`src/design/tcm_pkg.sv`:
```
// Shared types and constants for the thermal channel monitor.
`timescale 1ns / 1ps
package tcm_pkg;

  localparam int unsigned DATA_W    = 10;
  localparam int unsigned CAL_W     = 9;
  localparam int unsigned TICK_W    = 8;
  localparam int unsigned CFG_IDX_W = 3;
  localparam int unsigned LVL_W     = 2;
  localparam int unsigned CALC_W    = 12;

  typedef enum logic [2:0] {
    MODE_NORMAL  = 3'd0,
    MODE_COLD    = 3'd1,
    MODE_HOT     = 3'd2,
    MODE_MAJOR   = 3'd3,
    MODE_COUNT   = 3'd4,
    MODE_TRIPPED = 3'd5,
    MODE_FAULT   = 3'd6
  } mode_e;

  localparam logic [CFG_IDX_W-1:0] CFG_COLD  = 3'd0;
  localparam logic [CFG_IDX_W-1:0] CFG_WARM  = 3'd1;
  localparam logic [CFG_IDX_W-1:0] CFG_MAJOR = 3'd2;
  localparam logic [CFG_IDX_W-1:0] CFG_TRIP  = 3'd3;
  localparam logic [CFG_IDX_W-1:0] CFG_HIGH  = 3'd4;
  localparam logic [CFG_IDX_W-1:0] CFG_RATE  = 3'd5;
  localparam logic [CFG_IDX_W-1:0] CFG_CAL   = 3'd6;

  localparam logic [LVL_W-1:0] LVL_NONE  = 2'd0;
  localparam logic [LVL_W-1:0] LVL_MINOR = 2'd1;
  localparam logic [LVL_W-1:0] LVL_MAJOR = 2'd2;
  localparam logic [LVL_W-1:0] LVL_TRIP  = 2'd3;

  localparam logic [DATA_W-1:0] TEMP_MAX = 10'd1023;

  typedef struct packed {
    logic [DATA_W-1:0]       cold;
    logic [DATA_W-1:0]       warm;
    logic [DATA_W-1:0]       major;
    logic [DATA_W-1:0]       trip;
    logic [DATA_W-1:0]       high;
    logic [DATA_W-1:0]       rate;
    logic signed [CAL_W-1:0] cal;
  } cfg_t;

  typedef struct packed {
    mode_e             next_mode;
    logic [DATA_W-1:0] temperature;
    logic              rate_error;
    logic [LVL_W-1:0]  alarm_level;
    logic              trip_drive;
    logic              latch_set;
    logic              unsilence;
  } result_t;

  typedef enum logic [2:0] {
    H_IDLE,
    H_WR_HEAD,
    H_WR_TAIL,
    H_READ,
    H_DRAIN,
    H_DONE
  } hist_st_e;

  typedef enum logic [1:0] {
    C_IDLE,
    C_HIST,
    C_DIV,
    C_OUT
  } ctl_st_e;

endpackage

```
`src/design/tcm_ram.sv`:
```
// Generic single-port-write, registered-read RAM.
`timescale 1ns / 1ps
module tcm_ram #(
  parameter int unsigned WIDTH = 10,
  parameter int unsigned DEPTH = 8
) (
  input  logic                     clk_i,
  input  logic                     we_i,
  input  logic [$clog2(DEPTH)-1:0] waddr_i,
  input  logic [WIDTH-1:0]         wdata_i,
  input  logic [$clog2(DEPTH)-1:0] raddr_i,
  output logic [WIDTH-1:0]         rdata_o
);

  logic [WIDTH-1:0] mem_q [DEPTH];

  always_ff @(posedge clk_i) begin
    if (we_i) begin
      mem_q[waddr_i] <= wdata_i;
    end
    rdata_o <= mem_q[raddr_i];
  end

endmodule

```
`src/design/tcm_hist.sv`:
```
// Sample history in a circular RAM: two-entry insert, then a read walk for sum and rate check.
`timescale 1ns / 1ps
module tcm_hist #(
  parameter int unsigned DEPTH = 8
) (
  input  logic                                       clk_i,
  input  logic                                       rst_ni,
  input  logic                                       start_i,
  input  logic [tcm_pkg::DATA_W-1:0]                 sample_i,
  input  logic [tcm_pkg::DATA_W-1:0]                 rate_limit_i,
  output logic                                       done_o,
  output logic [tcm_pkg::DATA_W+$clog2(DEPTH)-1:0]   sum_o,
  output logic                                       rate_err_o
);

  localparam int unsigned AW = $clog2(DEPTH);
  localparam int unsigned CW = $clog2(DEPTH + 1);
  localparam int unsigned SW = tcm_pkg::DATA_W + AW;

  tcm_pkg::hist_st_e st_q, st_d;

  logic [AW-1:0]              base_q, ptr_q, tail_addr, waddr;
  logic [CW-1:0]              cnt_q;
  logic [DEPTH-1:0]           valid_q;
  logic                       rd_pend_q, first_q, rd_vld_q, we;
  logic [tcm_pkg::DATA_W-1:0] sample_q, prev_q, rdata, rd_val, diff;
  logic [SW-1:0]              sum_q;
  logic                       rerr_q, pair_hit;

  function automatic logic [AW-1:0] wrap_inc(input logic [AW-1:0] a);
    return (a == AW'(DEPTH - 1)) ? '0 : a + 1'b1;
  endfunction

  assign tail_addr = (base_q == '0) ? AW'(DEPTH - 1) : base_q - 1'b1;

  // next state
  always_comb begin
    st_d = st_q;
    unique case (st_q)
      tcm_pkg::H_IDLE:    if (start_i) st_d = tcm_pkg::H_WR_HEAD;
      tcm_pkg::H_WR_HEAD: st_d = tcm_pkg::H_WR_TAIL;
      tcm_pkg::H_WR_TAIL: st_d = tcm_pkg::H_READ;
      tcm_pkg::H_READ:    if (cnt_q == CW'(DEPTH - 1)) st_d = tcm_pkg::H_DRAIN;
      tcm_pkg::H_DRAIN:   st_d = tcm_pkg::H_DONE;
      tcm_pkg::H_DONE:    st_d = tcm_pkg::H_IDLE;
      default:            st_d = tcm_pkg::H_IDLE;
    endcase
  end

  // outputs
  always_comb begin
    we     = 1'b0;
    waddr  = base_q;
    done_o = 1'b0;
    unique case (st_q)
      tcm_pkg::H_WR_HEAD: we = 1'b1;
      tcm_pkg::H_WR_TAIL: begin
        we    = 1'b1;
        waddr = tail_addr;
      end
      tcm_pkg::H_DONE:    done_o = 1'b1;
      default: ;
    endcase
  end

  tcm_ram #(
    .WIDTH(tcm_pkg::DATA_W),
    .DEPTH(DEPTH)
  ) u_ram (
    .clk_i  (clk_i),
    .we_i   (we),
    .waddr_i(waddr),
    .wdata_i(sample_q),
    .raddr_i(ptr_q),
    .rdata_o(rdata)
  );

  // never-written entries read as zero
  assign rd_val   = rd_vld_q ? rdata : '0;
  assign diff     = (rd_val > prev_q) ? rd_val - prev_q : prev_q - rd_val;
  assign pair_hit = (diff != '0) && (diff >= rate_limit_i);

  always_ff @(posedge clk_i or negedge rst_ni) begin
    if (!rst_ni) begin
      st_q      <= tcm_pkg::H_IDLE;
      base_q    <= '0;
      ptr_q     <= '0;
      cnt_q     <= '0;
      valid_q   <= '0;
      rd_pend_q <= 1'b0;
      first_q   <= 1'b1;
    end else begin
      st_q      <= st_d;
      rd_pend_q <= (st_q == tcm_pkg::H_READ);
      if (rd_pend_q) first_q <= 1'b0;
      unique case (st_q)
        tcm_pkg::H_WR_HEAD: begin
          valid_q[base_q] <= 1'b1;
          first_q         <= 1'b1;
        end
        tcm_pkg::H_WR_TAIL: begin
          valid_q[tail_addr] <= 1'b1;
          base_q             <= wrap_inc(base_q);
          ptr_q              <= wrap_inc(base_q);
          cnt_q              <= '0;
        end
        tcm_pkg::H_READ: begin
          ptr_q <= wrap_inc(ptr_q);
          cnt_q <= cnt_q + 1'b1;
        end
        default: ;
      endcase
    end
  end

  always_ff @(posedge clk_i) begin
    if (start_i && (st_q == tcm_pkg::H_IDLE)) sample_q <= sample_i;
    rd_vld_q <= valid_q[ptr_q];
    if (st_q == tcm_pkg::H_WR_HEAD) begin
      sum_q  <= '0;
      rerr_q <= 1'b0;
    end else if (rd_pend_q) begin
      sum_q  <= sum_q + SW'(rd_val);
      prev_q <= rd_val;
      if (!first_q && pair_hit) rerr_q <= 1'b1;
    end
  end

  assign sum_o      = sum_q;
  assign rate_err_o = rerr_q;

endmodule

```
`src/design/tcm_div.sv`:
```
// Average of the history sum by the constant depth: one registered reciprocal multiply.
`timescale 1ns / 1ps
module tcm_div #(
  parameter int unsigned DIVISOR = 8
) (
  input  logic                                        clk_i,
  input  logic                                        rst_ni,
  input  logic                                        start_i,
  input  logic [tcm_pkg::DATA_W+$clog2(DIVISOR)-1:0]  dividend_i,
  output logic                                        done_o,
  output logic [tcm_pkg::DATA_W-1:0]                  quot_o
);

  localparam int unsigned SW = tcm_pkg::DATA_W + $clog2(DIVISOR);
  localparam int unsigned QW = tcm_pkg::DATA_W;
  localparam int unsigned MW = SW + 2;
  // floor(n * MULT / 2^SH) equals floor(n / DIVISOR) for every n below 2^SW
  localparam int unsigned SH = SW + $clog2(DIVISOR);
  localparam int unsigned PW = SH + QW;
  localparam longint unsigned MULT_FULL = ((64'd1 << SH) + DIVISOR - 1) / DIVISOR;
  localparam logic [MW-1:0] MULT = MW'(MULT_FULL);

  logic [PW-1:0] prod_q;
  logic          done_q;

  always_ff @(posedge clk_i or negedge rst_ni) begin
    if (!rst_ni) begin
      done_q <= 1'b0;
    end else begin
      done_q <= start_i;
    end
  end

  always_ff @(posedge clk_i) begin
    if (start_i) begin
      prod_q <= PW'(dividend_i) * PW'(MULT);
    end
  end

  assign done_o = done_q;
  assign quot_o = prod_q[SH +: QW];

endmodule

```
`src/design/tcm_eval.sv`:
```
// Calibration, saturation and alarm mode transition for one averaged reading.
`timescale 1ns / 1ps
module tcm_eval #(
  parameter int unsigned TRIP_TICKS = 50,
  parameter int unsigned HYSTERESIS = 10,
  parameter int unsigned RAW_MIN    = 0,
  parameter int unsigned RAW_MAX    = 1023
) (
  input  logic [tcm_pkg::DATA_W-1:0] avg_i,
  input  logic                       rate_err_i,
  input  tcm_pkg::mode_e             mode_i,
  input  logic [tcm_pkg::TICK_W-1:0] ticks_i,
  input  tcm_pkg::cfg_t              cfg_i,
  output tcm_pkg::result_t           res_o,
  output logic [tcm_pkg::TICK_W-1:0] ticks_o
);

  localparam int unsigned CW = tcm_pkg::CALC_W;

  logic signed [CW-1:0] avg_s, cal_s, t_raw, t_sel, t_s;
  logic signed [CW-1:0] lim_cold, lim_warm, lim_major, lim_trip, lim_high;
  logic signed [CW-1:0] h_cold, h_warm, h_maj, h_trip, hyst;
  logic [tcm_pkg::DATA_W-1:0] temp;
  logic [tcm_pkg::TICK_W-1:0] ticks_inc;
  logic in_range;
  tcm_pkg::mode_e next;
  logic [tcm_pkg::LVL_W-1:0] level;
  logic latch, unsil;

  assign avg_s    = $signed({2'b00, avg_i});
  assign cal_s    = $signed({{(CW - tcm_pkg::CAL_W){cfg_i.cal[tcm_pkg::CAL_W-1]}}, cfg_i.cal});
  assign in_range = (avg_i >= tcm_pkg::DATA_W'(RAW_MIN)) && (avg_i <= tcm_pkg::DATA_W'(RAW_MAX));
  assign t_raw    = avg_s + cal_s;
  assign t_sel    = in_range ? t_raw : avg_s;

  always_comb begin
    if (t_sel < 0) begin
      temp = '0;
    end else if (t_sel > $signed({2'b00, tcm_pkg::TEMP_MAX})) begin
      temp = tcm_pkg::TEMP_MAX;
    end else begin
      temp = t_sel[tcm_pkg::DATA_W-1:0];
    end
  end

  assign t_s       = $signed({2'b00, temp});
  assign hyst      = $signed(CW'(HYSTERESIS));
  assign lim_cold  = $signed({2'b00, cfg_i.cold});
  assign lim_warm  = $signed({2'b00, cfg_i.warm});
  assign lim_major = $signed({2'b00, cfg_i.major});
  assign lim_trip  = $signed({2'b00, cfg_i.trip});
  assign lim_high  = $signed({2'b00, cfg_i.high});
  assign h_cold    = lim_cold + hyst;
  assign h_warm    = lim_warm - hyst;
  assign h_maj     = lim_major - hyst;
  assign h_trip    = lim_trip - hyst;

  assign ticks_inc = (ticks_i == '1) ? ticks_i : ticks_i + 1'b1;

  always_comb begin
    next    = tcm_pkg::MODE_FAULT;
    level   = tcm_pkg::LVL_MINOR;
    latch   = 1'b0;
    unsil   = 1'b0;
    ticks_o = '0;
    unique case (mode_i)
      tcm_pkg::MODE_NORMAL: begin
        level = tcm_pkg::LVL_NONE;
        priority if (rate_err_i) begin
          next  = tcm_pkg::MODE_FAULT;
          unsil = 1'b1;
        end else if (t_s <= lim_cold) begin
          next  = tcm_pkg::MODE_COLD;
          unsil = 1'b1;
        end else if (t_s >= lim_warm) begin
          next  = tcm_pkg::MODE_HOT;
          unsil = 1'b1;
        end else begin
          next = tcm_pkg::MODE_NORMAL;
        end
      end
      tcm_pkg::MODE_COLD: begin
        priority if (rate_err_i) begin
          next  = tcm_pkg::MODE_FAULT;
          unsil = 1'b1;
        end else if (t_s > h_cold) begin
          next = tcm_pkg::MODE_NORMAL;
        end else begin
          next = tcm_pkg::MODE_COLD;
        end
      end
      tcm_pkg::MODE_HOT: begin
        priority if (rate_err_i) begin
          next  = tcm_pkg::MODE_FAULT;
          unsil = 1'b1;
        end else if (t_s < h_warm) begin
          next = tcm_pkg::MODE_NORMAL;
        end else if (t_s >= lim_major) begin
          next  = tcm_pkg::MODE_MAJOR;
          unsil = 1'b1;
        end else begin
          next = tcm_pkg::MODE_HOT;
        end
      end
      tcm_pkg::MODE_MAJOR: begin
        level = tcm_pkg::LVL_MAJOR;
        priority if (rate_err_i) begin
          next = tcm_pkg::MODE_FAULT;
        end else if (t_s < h_maj) begin
          next = tcm_pkg::MODE_HOT;
        end else if (t_s >= lim_trip) begin
          next  = tcm_pkg::MODE_COUNT;
          unsil = 1'b1;
          latch = 1'b1;
        end else begin
          next = tcm_pkg::MODE_MAJOR;
        end
      end
      tcm_pkg::MODE_COUNT: begin
        level   = tcm_pkg::LVL_TRIP;
        ticks_o = ticks_inc;
        priority if (rate_err_i || (t_s >= lim_high)) begin
          next = tcm_pkg::MODE_FAULT;
        end else if (t_s < h_trip) begin
          next = tcm_pkg::MODE_MAJOR;
        end else if (ticks_inc >= tcm_pkg::TICK_W'(TRIP_TICKS)) begin
          next  = tcm_pkg::MODE_TRIPPED;
          unsil = 1'b1;
        end else begin
          next = tcm_pkg::MODE_COUNT;
        end
      end
      tcm_pkg::MODE_TRIPPED: begin
        level = tcm_pkg::LVL_TRIP;
        priority if (rate_err_i || (t_s >= lim_high)) begin
          next = tcm_pkg::MODE_FAULT;
        end else if (t_s < h_trip) begin
          next = tcm_pkg::MODE_MAJOR;
        end else begin
          next = tcm_pkg::MODE_TRIPPED;
        end
      end
      default: begin
        // fault, and the unused code
        if (rate_err_i || (t_s >= lim_high)) begin
          next = tcm_pkg::MODE_FAULT;
        end else begin
          next = tcm_pkg::MODE_NORMAL;
        end
      end
    endcase
  end

  assign res_o.next_mode   = next;
  assign res_o.temperature = temp;
  assign res_o.rate_error  = rate_err_i;
  assign res_o.alarm_level = level;
  assign res_o.trip_drive  = (mode_i == tcm_pkg::MODE_TRIPPED);
  assign res_o.latch_set   = latch;
  assign res_o.unsilence   = unsil;

endmodule

```
`src/design/thermal_channel_monitor.sv`:
```
// Top level of the thermal channel monitor: control, configuration and result register.
`timescale 1ns / 1ps
// One request in flight at a time. From acceptance until its result is registered, two
// RAM writes insert the new sample, HISTORY_DEPTH RAM reads walk the history for the
// sum and the adjacent-pair rate check, the H_DRAIN and H_DONE states finish the read
// pipeline, one registered reciprocal multiply forms the average and the result
// register is loaded. The next sample is accepted the cycle after that load; the load
// waits only while an earlier result is still held by out_ready_i. History starts all
// zero after reset; no clearing pass is needed. Configuration is to be written with
// cfg_we_i, cfg_idx_i and cfg_data_i only while the block is idle; the block itself
// does not enforce this. An index beyond the register list is ignored.
module thermal_channel_monitor #(
  parameter int unsigned HISTORY_DEPTH = 8,
  parameter int unsigned TRIP_TICKS    = 50,
  parameter int unsigned HYSTERESIS    = 10,
  parameter int unsigned RAW_MIN       = 0,
  parameter int unsigned RAW_MAX       = 1023
) (
  input  logic                          clk_i,
  input  logic                          rst_ni,
  input  logic                          in_valid_i,
  output logic                          in_ready_o,
  input  logic [tcm_pkg::DATA_W-1:0]    sample_i,
  output logic                          out_valid_o,
  input  logic                          out_ready_i,
  output logic [2:0]                    next_mode_o,
  output logic [tcm_pkg::DATA_W-1:0]    temperature_o,
  output logic                          rate_error_o,
  output logic [tcm_pkg::LVL_W-1:0]     alarm_level_o,
  output logic                          trip_drive_o,
  output logic                          latch_set_o,
  output logic                          unsilence_o,
  input  logic                          cfg_we_i,
  input  logic [tcm_pkg::CFG_IDX_W-1:0] cfg_idx_i,
  input  logic [tcm_pkg::DATA_W-1:0]    cfg_data_i
);

  localparam int unsigned SW = tcm_pkg::DATA_W + $clog2(HISTORY_DEPTH);

  tcm_pkg::ctl_st_e st_q, st_d;
  tcm_pkg::cfg_t    cfg_q;
  tcm_pkg::mode_e   mode_q;
  tcm_pkg::result_t res, res_q;

  logic [tcm_pkg::TICK_W-1:0] ticks_q, ticks_n;
  logic [SW-1:0]              sum;
  logic [tcm_pkg::DATA_W-1:0] avg;
  logic hist_start, hist_done, rate_err, div_done, out_valid_q, load_ok, load;

  assign load_ok    = !out_valid_q || out_ready_i;
  assign hist_start = in_valid_i && in_ready_o;

  // next state
  always_comb begin
    st_d = st_q;
    unique case (st_q)
      tcm_pkg::C_IDLE: if (in_valid_i) st_d = tcm_pkg::C_HIST;
      tcm_pkg::C_HIST: if (hist_done) st_d = tcm_pkg::C_DIV;
      tcm_pkg::C_DIV:  if (div_done) st_d = tcm_pkg::C_OUT;
      tcm_pkg::C_OUT:  if (load_ok) st_d = tcm_pkg::C_IDLE;
      default:         st_d = tcm_pkg::C_IDLE;
    endcase
  end

  // outputs
  always_comb begin
    in_ready_o = 1'b0;
    load       = 1'b0;
    unique case (st_q)
      tcm_pkg::C_IDLE: in_ready_o = 1'b1;
      tcm_pkg::C_OUT:  load = load_ok;
      default: ;
    endcase
  end

  tcm_hist #(
    .DEPTH(HISTORY_DEPTH)
  ) u_hist (
    .clk_i       (clk_i),
    .rst_ni      (rst_ni),
    .start_i     (hist_start),
    .sample_i    (sample_i),
    .rate_limit_i(cfg_q.rate),
    .done_o      (hist_done),
    .sum_o       (sum),
    .rate_err_o  (rate_err)
  );

  tcm_div #(
    .DIVISOR(HISTORY_DEPTH)
  ) u_div (
    .clk_i     (clk_i),
    .rst_ni    (rst_ni),
    .start_i   (hist_done),
    .dividend_i(sum),
    .done_o    (div_done),
    .quot_o    (avg)
  );

  tcm_eval #(
    .TRIP_TICKS(TRIP_TICKS),
    .HYSTERESIS(HYSTERESIS),
    .RAW_MIN   (RAW_MIN),
    .RAW_MAX   (RAW_MAX)
  ) u_eval (
    .avg_i     (avg),
    .rate_err_i(rate_err),
    .mode_i    (mode_q),
    .ticks_i   (ticks_q),
    .cfg_i     (cfg_q),
    .res_o     (res),
    .ticks_o   (ticks_n)
  );

  always_ff @(posedge clk_i or negedge rst_ni) begin
    if (!rst_ni) begin
      st_q        <= tcm_pkg::C_IDLE;
      mode_q      <= tcm_pkg::MODE_NORMAL;
      ticks_q     <= '0;
      out_valid_q <= 1'b0;
      cfg_q.cold  <= 10'd100;
      cfg_q.warm  <= 10'd600;
      cfg_q.major <= 10'd700;
      cfg_q.trip  <= 10'd800;
      cfg_q.high  <= 10'd1000;
      cfg_q.rate  <= 10'd50;
      cfg_q.cal   <= '0;
    end else begin
      st_q <= st_d;
      if (load) begin
        out_valid_q <= 1'b1;
        mode_q      <= res.next_mode;
        ticks_q     <= ticks_n;
      end else if (out_ready_i) begin
        out_valid_q <= 1'b0;
      end
      if (cfg_we_i) begin
        unique case (cfg_idx_i)
          tcm_pkg::CFG_COLD:  cfg_q.cold  <= cfg_data_i;
          tcm_pkg::CFG_WARM:  cfg_q.warm  <= cfg_data_i;
          tcm_pkg::CFG_MAJOR: cfg_q.major <= cfg_data_i;
          tcm_pkg::CFG_TRIP:  cfg_q.trip  <= cfg_data_i;
          tcm_pkg::CFG_HIGH:  cfg_q.high  <= cfg_data_i;
          tcm_pkg::CFG_RATE:  cfg_q.rate  <= cfg_data_i;
          tcm_pkg::CFG_CAL:   cfg_q.cal   <= $signed(cfg_data_i[tcm_pkg::CAL_W-1:0]);
          default: ;
        endcase
      end
    end
  end

  always_ff @(posedge clk_i) begin
    if (load) res_q <= res;
  end

  assign out_valid_o   = out_valid_q;
  assign next_mode_o   = res_q.next_mode;
  assign temperature_o = res_q.temperature;
  assign rate_error_o  = res_q.rate_error;
  assign alarm_level_o = res_q.alarm_level;
  assign trip_drive_o  = res_q.trip_drive;
  assign latch_set_o   = res_q.latch_set;
  assign unsilence_o   = res_q.unsilence;

endmodule

```
`config.mk`:
```
export PLATFORM = sky130hd
export DESIGN_NAME = thermal_channel_monitor
export DESIGN_NICKNAME = d
export VERILOG_FILES = /design/src/design/tcm_pkg.sv /design/src/design/tcm_ram.sv /design/src/design/tcm_hist.sv /design/src/design/tcm_div.sv /design/src/design/tcm_eval.sv /design/src/design/thermal_channel_monitor.sv
export SDC_FILE = /design/constraint.sdc
export NUM_CORES = 1
export LEC_CHECK = 0
export BUFFER_PORTS_ARGS = -buffer_cell sky130_fd_sc_hd__clkbuf_2
export CAP_MARGIN = 20
export CELL_PAD_IN_SITES_DETAIL_PLACEMENT = 0
export CELL_PAD_IN_SITES_GLOBAL_PLACEMENT = 1
export CORE_ASPECT_RATIO = 1.25
export CORE_MARGIN = 2
export CORE_UTILIZATION = 55
export DETAILED_ROUTE_END_ITERATION = 8
export HOLD_SLACK_MARGIN = 0.12
export PLACE_DENSITY = 0.95
export SLEW_MARGIN = 20
export SYNTH_ARGS = -nofsm -noshare
export SYNTH_HDL_FRONTEND = slang
export SYNTH_SLANG_ARGS = --single-unit
```
`constraint.sdc`:
```
create_clock -name clk_i -period 12.4 [get_ports clk_i]
set_clock_uncertainty 0.15 [all_clocks]
set_input_delay 3.72 -clock clk_i [delete_from_list [all_inputs] [get_ports clk_i]]
set_output_delay 3.72 -clock clk_i [all_outputs]
set_load 0.05 [all_outputs]
```
==> report_table.html <==
<table>
<tr><th>Metric</th><th>Value</th></tr>
<tr><th colspan="2">Finish</th></tr>
<tr><td>Post-Layout Inst Area</td><td>16550 um^2</td></tr>
<tr><td>Synthesis-to-finish area growth</td><td>10.30%</td></tr>
<tr><td>Count of placed standard cells in the final layout, fillers left out</td><td>1785</td></tr>
<tr><td>Fraction of layout cells with a size suffix above 1</td><td>18.47%</td></tr>
<tr><td>Antenna diode count</td><td>0</td></tr>
<tr><td>Final nets</td><td>1586</td></tr>
<tr><td>Final core utilization</td><td>61.69%</td></tr>
<tr><td>Filler cell count in the final layout</td><td>2120</td></tr>
<tr><th colspan="2">Synthesis</th></tr>
<tr><td>Post-synth EDFFs</td><td>129</td></tr>
<tr><td>Most area-consuming cells after synthesis</td><td>sky130_fd_sc_hd__edfxtp_1, sky130_fd_sc_hd__dfrtp_1, sky130_fd_sc_hd__ha_1, sky130_fd_sc_hd__dfstp_2, sky130_fd_sc_hd__mux2_2</td></tr>
<tr><td>Area share of the largest cell type after synthesis</td><td>25.82%</td></tr>
<tr><td>Most common flop cell mapped by yosys</td><td>sky130_fd_sc_hd__edfxtp_1</td></tr>
<tr><td>Sequential area share after synthesis</td><td>47.21%</td></tr>
<tr><td>Cells after Synth</td><td>1362</td></tr>
<tr><td>Synth Area per Inst</td><td>11.02 um^2</td></tr>
<tr><td>Fraction of registers with async set/reset</td><td>41.00%</td></tr>
<tr><td>Total standard cell area after synthesis</td><td>15000 um^2</td></tr>
<tr><td>Largest area contributor in the synthesized netlist</td><td>sky130_fd_sc_hd__edfxtp_1</td></tr>
<tr><td>Number of distinct library cell variants in the gate-level netlist after synthesis</td><td>98</td></tr>
<tr><td>FF+latch count, synth</td><td>261</td></tr>
<tr><td>Total of warnings raised by yosys</td><td>0</td></tr>
<tr><td>Total nets after synthesis</td><td>1529</td></tr>
<tr><th colspan="2">Worst setup path</th></tr>
<tr><td>Nature of the critical path endpoint</td><td>flip-flop</td></tr>
<tr><td>Required time worst endpoint</td><td>12.69 ns</td></tr>
<tr><td>CP Max Fanout</td><td>15</td></tr>
<tr><td>Arrival time at the worst endpoint</td><td>6.29 ns</td></tr>
<tr><td>CP Buf/Inv Count</td><td>1</td></tr>
<tr><td>Crit-path slowest cell</td><td>sky130_fd_sc_hd__dfrtp_1</td></tr>
<tr><td>Maximum cell stage delay along the critical path</td><td>0.79 ns</td></tr>
<tr><td>Chain of cells forming the critical path</td><td>ha_1 &gt; a21o_1 &gt; a221o_1 &gt; a21oi_1 &gt; nand2_1 &gt; and2_1 &gt; a21oi_1 &gt; buf_4 &gt; ha_1 &gt; a21o_1 &gt; a31oi_1 &gt; nand2_1 &gt; nand3_1 &gt; a21oi_1 &gt; o41ai_1 &gt; o31ai_1 &gt; nand2_1 &gt; a221oi_2 &gt; a31oi_1 &gt; mux2_4</td></tr>
<tr><td>Critical path class</td><td>reg2reg</td></tr>
<tr><td>Largest delay contributor family on the critical path</td><td>compound AO/OA/AOI/OAI gates</td></tr>
<tr><td>Crit start category</td><td>flip-flop</td></tr>
<tr><td>Worst R2R Setup Slack</td><td>6.40 ns</td></tr>
<tr><th colspan="2">Flow run</th></tr>
<tr><td>Number of max-cap violations</td><td>0</td></tr>
<tr><th colspan="2">Placement</th></tr>
<tr><td># port buffers</td><td>48</td></tr>
<tr><td>Place WS</td><td>6.402 ns</td></tr>
<tr><td>Routability congestion estimate</td><td>0.9215</td></tr>
<tr><td># placed instances</td><td>1734</td></tr>
<tr><td>DPL Wire Length</td><td>23.73 mm</td></tr>
<tr><td>Cell area after placement</td><td>15650 um^2</td></tr>
<tr><th colspan="2">Pwr</th></tr>
<tr><td>Maximum vdd ir drop</td><td>0.1360 mV</td></tr>
<tr><td>Lkg Pwr</td><td>7.096 nW</td></tr>
<tr><td>Overall power after layout</td><td>2.423 mW</td></tr>
<tr><td>P per Cell Area</td><td>146.4 nW/um^2</td></tr>
<tr><th colspan="2">Timing</th></tr>
<tr><td>Achievable frequency</td><td>166.8 MHz</td></tr>
<tr><td>Worst Hold Margin</td><td>0.3137 ns</td></tr>
<tr><td>Tcrit/Tclk final</td><td>48.36%</td></tr>
<tr><td>Final critical-path required period</td><td>5.997 ns</td></tr>
<tr><td>Worst-case setup margin in the final layout</td><td>6.403 ns</td></tr>
<tr><td>Slew Limit Fails</td><td>0</td></tr>
<tr><td>Hold Vio Cnt, Final</td><td>0</td></tr>
<tr><td>Final setup violation count</td><td>0</td></tr>
<tr><td>Relative max-transition margin</td><td>29.39%</td></tr>
<tr><td>Final setup TNS</td><td>0 ns</td></tr>
<tr><td>Slew at the pin closest to its max-slew limit</td><td>1.059 ns</td></tr>
<tr><td>RSZ-0062 raised after global routing</td><td>false</td></tr>
<tr><th colspan="2">Detailed routing</th></tr>
<tr><td>Residual DRC</td><td>0</td></tr>
<tr><td>Router iterations before antenna repair</td><td>5</td></tr>
<tr><td>Number of vias after detailed routing</td><td>10510</td></tr>
<tr><td>Post-DR wirelength/cell</td><td>18.88 um</td></tr>
<tr><td>Wirelength, routed</td><td>33.70 mm</td></tr>
<tr><td>Vias/cell</td><td>5.887</td></tr>
<tr><td>Drt initial violations</td><td>463</td></tr>
<tr><td>Post-detailed-route count of antenna-violating nets</td><td>0</td></tr>
<tr><th colspan="2">Clock network</th></tr>
<tr><td>Cts-stage hold buffer count</td><td>0</td></tr>
<tr><td>PostCTS Resize Cnt</td><td>0</td></tr>
<tr><td>Clock transition at the registers of the reported paths</td><td>0.06 ns</td></tr>
<tr><td>Inserted Clock Buffers</td><td>27</td></tr>
<tr><td>Clock latency of the later-clocked register in the worst-skew pair</td><td>0.56 ns</td></tr>
<tr><td>Clock Tree Buf Depth</td><td>3</td></tr>
<tr><td>Clock tree root driver cell</td><td>sky130_fd_sc_hd__clkbuf_16</td></tr>
<tr><td>CTS tree</td><td>done</td></tr>
<tr><td>CTS sink cnt</td><td>261</td></tr>
<tr><td>Depth of the CTS H-tree</td><td>1</td></tr>
<tr><td>Post-CTS setup-driven buffer insertion count</td><td>0</td></tr>
<tr><th colspan="2">GRT</th></tr>
<tr><td>Pin count of the biggest net entering global routing</td><td>62</td></tr>
<tr><td>Initial antenna violation count</td><td>0</td></tr>
<tr><td>Grt ovf</td><td>0</td></tr>
<tr><td>Via count of the first global-routing pass</td><td>10630</td></tr>
<tr><td>First-pass GRT wire length</td><td>54.25 mm</td></tr>
<tr><td>Combined global-route utilization of all metal layers</td><td>24.07%</td></tr>
<tr><th colspan="2">Die</th></tr>
<tr><td>Initial core utilization</td><td>55.93%</td></tr>
<tr><td>FP Rows</td><td>67</td></tr>
<tr><td>Number of ports placed on the die boundary</td><td>49</td></tr>
<tr><td>Area of the core region</td><td>26830 um^2</td></tr>
<tr><td>Area of the die</td><td>28630 um^2</td></tr>
<tr><td>Die Y</td><td>188.7 um</td></tr>
<tr><td>Die span in x</td><td>151.7 um</td></tr>
<tr><th colspan="2">Run status</th></tr>
<tr><td>Status</td><td>finished, final reports clean</td></tr>
<tr><th colspan="2">Worst hold path</th></tr>
<tr><td>Worst hold path class</td><td>reg2reg</td></tr>
</table>
-- worst paths after layout --
check	startpoint	to	cells past startpoint
worst max register to register	cfg_q[8]	mode_q[0]	20
worst min-delay path	u_hist.sum_o[12]	u_div.prod_q[25]	0
worst max-delay path	cfg_q[8]	mode_q[0]	20
min in group asynchronous	rst_ni	u_hist.cnt_q[3]	1
max in group asynchronous	rst_ni	cfg_q[49]	2
worst min register to register	u_hist.sum_o[12]	u_div.prod_q[25]	0
-- state kept, by name, indices dropped and copies added, names as in the netlist, 3 cells and up --
register,count
u_hist.u_ram.mem_q,80
cfg_q,69
u_hist.sum_o,13
temperature_o,10
u_div.prod_q,10
u_hist.prev_q,10
u_hist.sample_q,10
u_hist.u_ram.rdata_o,10
ticks_q,8
u_hist.valid_q,8
u_hist.cnt_q,4
mode_q,3
next_mode_o,3
u_hist.base_q,3
u_hist.ptr_q,3
u_hist.st_q,3
-- report_power, final --
group          switching [mW]  internal, mW  total [mW]  leakage [nW]
Clock                   0.346         0.472       0.818         0.427
Combinational           0.346         0.254       0.600          3.94
Sequential             0.0366         0.968        1.00          2.73
-- per-layer routing --
metal / global-route usage (%) / share of wire, % / wire, um
met1: 28.37 / 39 / 13060
met2: 44.16 / 53 / 17780
met3: 3.269 / 5.2 / 1750
met4: 8.583 / 3.3 / 1107
met5: 0 / 0 / 0
-- logic make-up (layout without fill, tap and decap cells) --
kind of cell | after synthesis | in the layout | synth area share [%]
AND/OR/NAND/NOR | 335 | 335 | 11.13
flip-flops | 261 | 261 | 47.21
AO/OA/AOI/OAI | 328 | 328 | 14.27
multiplexers | 83 | 83 | 7.839
adder cells (fa/ha/maj) | 141 | 141 | 11.93
buffers and inverters | 157 | 235 | 4.236
XOR/XNOR | 57 | 57 | 3.377
-- layout make-up --
type / count / area (um^2) / area share [%]
sequential: 261 / 7084 / 42.81
timing repair buffer: 68 / 392.9 / 2.374
tap: 345 / 431.7 / 2.608
inverter: 117 / 441.7 / 2.669
multi-input combinational: 944 / 7307 / 44.15
clock buffer: 33 / 708.2 / 4.279
clock inverter: 17 / 183.9 / 1.111
-- synthesized netlist by cell type, drive strengths merged, types with 6 or more instances --
cell / instances
a211oi: 12
a21boi: 6
a21o: 29
a21oi: 84
a31oi: 10
and3: 14
buf: 12
clkbuf: 28
dfrtp: 81
dfstp: 26
dfxtp: 25
edfxtp: 129
ha: 135
inv: 117
mux2: 53
mux2i: 8
mux4: 22
nand2: 109
nand2b: 24
nand3: 24
nand4: 7
nor2: 66
nor2b: 11
nor3: 25
o2111ai: 7
o211ai: 13
o21a: 10
o21ai: 103
o21bai: 6
o31ai: 6
or2: 15
or3: 6
xnor2: 45
xor2: 12
-- cells in the final DEF, fill, tap and decap left out, drive strengths merged, types with 26 or more instances in the layout --
cell / n
clkbuf: 80
edfxtp: 129
o21ai: 103
xnor2: 45
a21oi: 84
dfstp: 26
dfrtp: 81
nor2: 66
ha: 135
mux2: 53
inv: 119
nand2: 109
a21o: 29
No activity file was read; power rests on OpenSTA's default activity.
